File: config.mk
export PLATFORM = sky130hd
export DESIGN_NAME = scmva_clear_seq
export DESIGN_NICKNAME = d
export VERILOG_FILES = /design/src/rtl/scmva_pkg.sv /design/src/rtl/scmva_clear_seq.sv
export SDC_FILE = /design/constraint.sdc
export NUM_CORES = 1
export LEC_CHECK = 0
export BUFFER_PORTS_ARGS = -buffer_cell sky130_fd_sc_hd__buf_2
export CORE_AREA = 2 2 39 41
export DETAILED_ROUTE_END_ITERATION = 8
export DIE_AREA = 0 0 41 43
export GPL_ROUTABILITY_DRIVEN = 1
export RECOVER_POWER = 50
export SLEW_MARGIN = 0
export SYNTH_ARGS = -nofsm -noshare
export SYNTH_HDL_FRONTEND = slang
export SYNTH_SLANG_ARGS = --single-unit
File: constraint.sdc
create_clock -name i_clk -period 2.65 [get_ports i_clk]
set_clock_uncertainty 0.2 [all_clocks]
set_input_delay 0.53 -clock i_clk [delete_from_list [all_inputs] [get_ports i_clk]]
set_output_delay 0.53 -clock i_clk [all_outputs]
set_load 0.03 [all_outputs]
File: src/rtl/scmva_pkg.sv
// Shared types and constants for the sparse column matrix-vector accumulate unit.
// Used by every module of the block; depends on nothing else.
package scmva_pkg;

    localparam int ROWS_DEF  = 1024;
    localparam int ROW_W     = 10;
    localparam int VAL_W     = 32;
    localparam int PROD_W    = 2 * VAL_W;
    localparam int FRAC_W    = 16;
    localparam int ACC_W     = 48;
    localparam int S_TDATA_W = 80;
    localparam int M_TDATA_W = 64;

    localparam logic [ACC_W-1:0] ACC_MAX = {1'b0, {(ACC_W-1){1'b1}}};
    localparam logic [ACC_W-1:0] ACC_MIN = {1'b1, {(ACC_W-1){1'b0}}};

    typedef enum logic [0:0] {
        FUNC_ACC  = 1'b0,
        FUNC_READ = 1'b1
    } t_func;

    typedef enum logic [0:0] {
        CLR_SWEEP = 1'b0,
        CLR_DONE  = 1'b1
    } t_clr_state;

endpackage

File: src/rtl/scmva_clear_seq.sv
// Post-reset clearing sweep that zeroes every accumulator entry, one per cycle.
// Uses scmva_pkg for its state type.
module scmva_clear_seq #(
    parameter int ROWS = scmva_pkg::ROWS_DEF
) (
    input  logic                    i_clk,
    input  logic                    i_rst_n,
    output logic                    o_busy,
    output logic [$clog2(ROWS)-1:0] o_addr
);

    localparam int AW = $clog2(ROWS);

    scmva_pkg::t_clr_state r_state, n_state;
    logic [AW-1:0]         r_cnt, n_cnt;
    logic                  last;

    assign last = (r_cnt == AW'(ROWS - 1));

    always_comb begin
        n_state = r_state;
        unique case (r_state)
            scmva_pkg::CLR_SWEEP: if (last) n_state = scmva_pkg::CLR_DONE;
            scmva_pkg::CLR_DONE:  n_state = scmva_pkg::CLR_DONE;
            default:              n_state = scmva_pkg::CLR_DONE;
        endcase
    end

    always_comb begin
        o_busy = 1'b0;
        n_cnt  = r_cnt;
        unique case (r_state)
            scmva_pkg::CLR_SWEEP: begin
                o_busy = 1'b1;
                n_cnt  = r_cnt + AW'(1);
            end
            scmva_pkg::CLR_DONE: begin
                o_busy = 1'b0;
            end
            default: begin
                o_busy = 1'b0;
            end
        endcase
    end

    always_ff @(posedge i_clk) begin
        if (!i_rst_n) begin
            r_state <= scmva_pkg::CLR_SWEEP;
            r_cnt   <= '0;
        end else begin
            r_state <= n_state;
            r_cnt   <= n_cnt;
        end
    end

    assign o_addr = r_cnt;

endmodule

==> impl_metrics.ini <==
[clocking]
numCtsBuffers = 3
path_clk_slew_ns = 0.07
postCtsSetupBuffers = 0
cts_resized = 0
ctsHoldBuffers = 0
clockRootBuffer = clkbuf_4
clk_latency_ns = 0.26
htreeDepth = 1
cts.sinks = 11
clockBufferDepth = 2
cts_tree = done

[route]
wl_per_cell_um = 11.16
via_count = 410
wl_um = 960
first_iter_violations = 2
ant_nets = 0
dr.pass1.iters = 3
viasPerCell = 4.767
drc = 0

[sta]
hold_violations = 0
slew_violations = 0
period_share_pct = 66.01
tns_ns = 0
setup_viol = 0
grt_setup_unrepaired = false
max_freq_mhz = 571.7
worst_slew_pin_slew_ns = 0.3780
fin_crit_ns = 1.749
slew_headroom_pct = 74.91

[cells_and_area]
final_nets = 74
syn2layout_area_growth_pct = 14.63
layout_common_cells = dfxtp_1 (11), buf_2 (8), nand2_1 (5), nor2_1 (5), clkbuf_1 (5)
multi_input_area_um2 = 251.5
seq_area_um2 = 220.2
drive_gt1_share_pct = 18.57
fill_cells = 150
diodes = 0
final_common_cell = dfxtp_1

[min_path]
whs_path_depth = 2
hold_end = o_addr[8]
min_from = o_addr[8]
hold_class = flop to flop

[setup_path]
endpoint_kind = output port
required_ns = 1.92
cp_cell_sequence = inv_1, buf_2
crit_arrival_ns = 1.02
reg2reg_depth = 3
max_stage_delay_ns = 0.47
timing.rr.end = o_addr[7]
path_class = flop to output port
reg2reg_from = r_state
r2r_setup_slack_ns = 0.90
startpoint_type = flop
worst-path-max-fanout = 8
slowest_stage = dfxtp_1

[power_and_ir_drop]
vdd_drop_max_mv = 0.1929
p_int_mw = 0.2361
power_mw = 0.3149
power.density_mw_per_mm2 = 535.5
comb_power_share_pct = 8.3
p_leak_nw = 0.2156
clkPwrFrac_pct = 36.4
p_seq_share_pct = 55.3
p_switching_mw = 0.07881
sw_frac_of_total_pct = 25.03

[floorplanning]
core-area_mm2 = 0.001384
start_util_pct = 37.07
die_w_um = 41
floorplan.die.height_um = 43
io-pin-count = 13
fp-row-count = 14
fp.dieArea_mm2 = 0.001763

[synthesis]
synth_area_um2 = 513.0
synth-seq-area-share_pct = 42.93
synth_seq_cells = 11
ys_warn_count = 0
syn-instance-count = 55
yosysUniqueCellTypes = 23
synth.net_count = 58
avgSynthCellArea_um2 = 9.327

[grt]
grt_pass1_vias = 358
grt_max_degree = 10
grt_remaining_overflow = 0
grt_pass1_wl_um = 1552
antenna_found_initial = 0
grt_use_total_pct = 13.09

[place]
port_buffers = 12
place_congestion = 0.7062
hpwl_um = 674.9

[status]
status = finished clean

[run]
drv_cap = 0
final cells by class:
| cell class | instances | area share (%) |
|---|---|---|
| sequential | 11 | 37.45 |
| tap | 16 | 3.404 |
| clock buffer | 4 | 4.468 |
| inverter | 4 | 2.553 |
| timing repair buffer | 12 | 9.362 |
| multi-input combinational | 39 | 42.77 |
Yosys cell counts:
cell       n  area [um^2]
dfxtp_1   11        220.2
nand2_1    5        18.77
nor2_1     5        18.77
a21oi_1    4        20.02
inv_1      3        11.26
mux2i_1    3        30.03
xor2_1     3        26.28
nand2b_1   2        12.51
nand3_1    2        10.01
nor4_1     2        12.51
o31ai_1    2        15.01
or4_1      2        15.01
and2b_2    1        8.760
buf_6      1        11.26
clkinv_1   1        3.750
ha_1       1        12.51
nand4_1    1        6.260
nand4b_1   1        8.760
nand4b_4   1        23.77
o21ai_0    1        5.000
or3_1      1        6.260
or3_2      1        7.510
xnor2_1    1        8.760
per-stage QoR:
step | instance area (um^2) | util (%) | hold slack (ns) | worst slack, ns | std cells
2_1_floorplan | 513.0 | - | 0.3736 | 0.9529 | 55
3_3_place_gp | 581.8 | 42.04 | 0.2791 | 1.054 | 82
3_5_place_dp | 581.8 | 42.04 | 0.2873 | 1.050 | 82
4_1_cts | 608.1 | 43.94 | 0.2992 | 0.8762 | 86
5_1_grt | 588.1 | 42.50 | 0.3331 | 0.7772 | 86
6_report | 588.1 | 42.50 | 0.2922 | 0.9007 | 86
flip-flops by register name (all words and copies together), names as in the netlist:
name	cells
r_state	1
o_addr	10
power by group through the flow:
stage / combinational (mW) / sequential, mW / clock [mW]
2_1_floorplan: 0.0107 / 0.187 / 0
3_3_place_gp: 0.0263 / 0.180 / 0
3_5_place_dp: 0.0266 / 0.180 / 0
4_1_cts: 0.0267 / 0.176 / 0.121
5_1_grt: 0.0289 / 0.175 / 0.130
6_report: 0.0261 / 0.174 / 0.115
cells by family after synthesis:
logic type | after synthesis | share of synthesized area [%]
AND/OR/NAND/NOR | 24 | 29.03
flip-flops | 11 | 42.93
AO/OA/AOI/OAI | 7 | 7.803
buffers and inverters | 5 | 5.121
XOR/XNOR | 4 | 6.831
multiplexers | 3 | 5.854
adder cells (fa/ha/maj) | 1 | 2.439
how the worst max path moves through the flow:
| stage | startpoint | to | cells past startpoint |
|---|---|---|---|
| 2_1_floorplan | o_addr[0] | r_state | 4 |
| 3_5_place_dp | o_addr[2] | o_addr[7] | 3 |
| 3_3_place_gp | o_addr[2] | o_addr[7] | 3 |
| 4_1_cts | r_state | o_busy | 2 |
| 5_1_grt | r_state | o_addr[7] | 3 |
| 6_report | r_state | o_busy | 2 |
critical path, delay by kind of cell (launching register included):
kind | cells | cell delay (ns)
buffers and inverters | 2 | 0.29
DFF | 1 | 0.47
routing by layer:
metal | GRT usage, % | vias to the layer above | part of all wire, %
met5 | 0 | - | 0
met4 | 10.00 | 0 | 0.52
met2 | 14.37 | 10 | 40
met1 | 20.45 | 175 | 53
met3 | 3.141 | 2 | 5.8
li1 | - | 223 | -
Note: power is estimated with default switching activity, not from simulation.
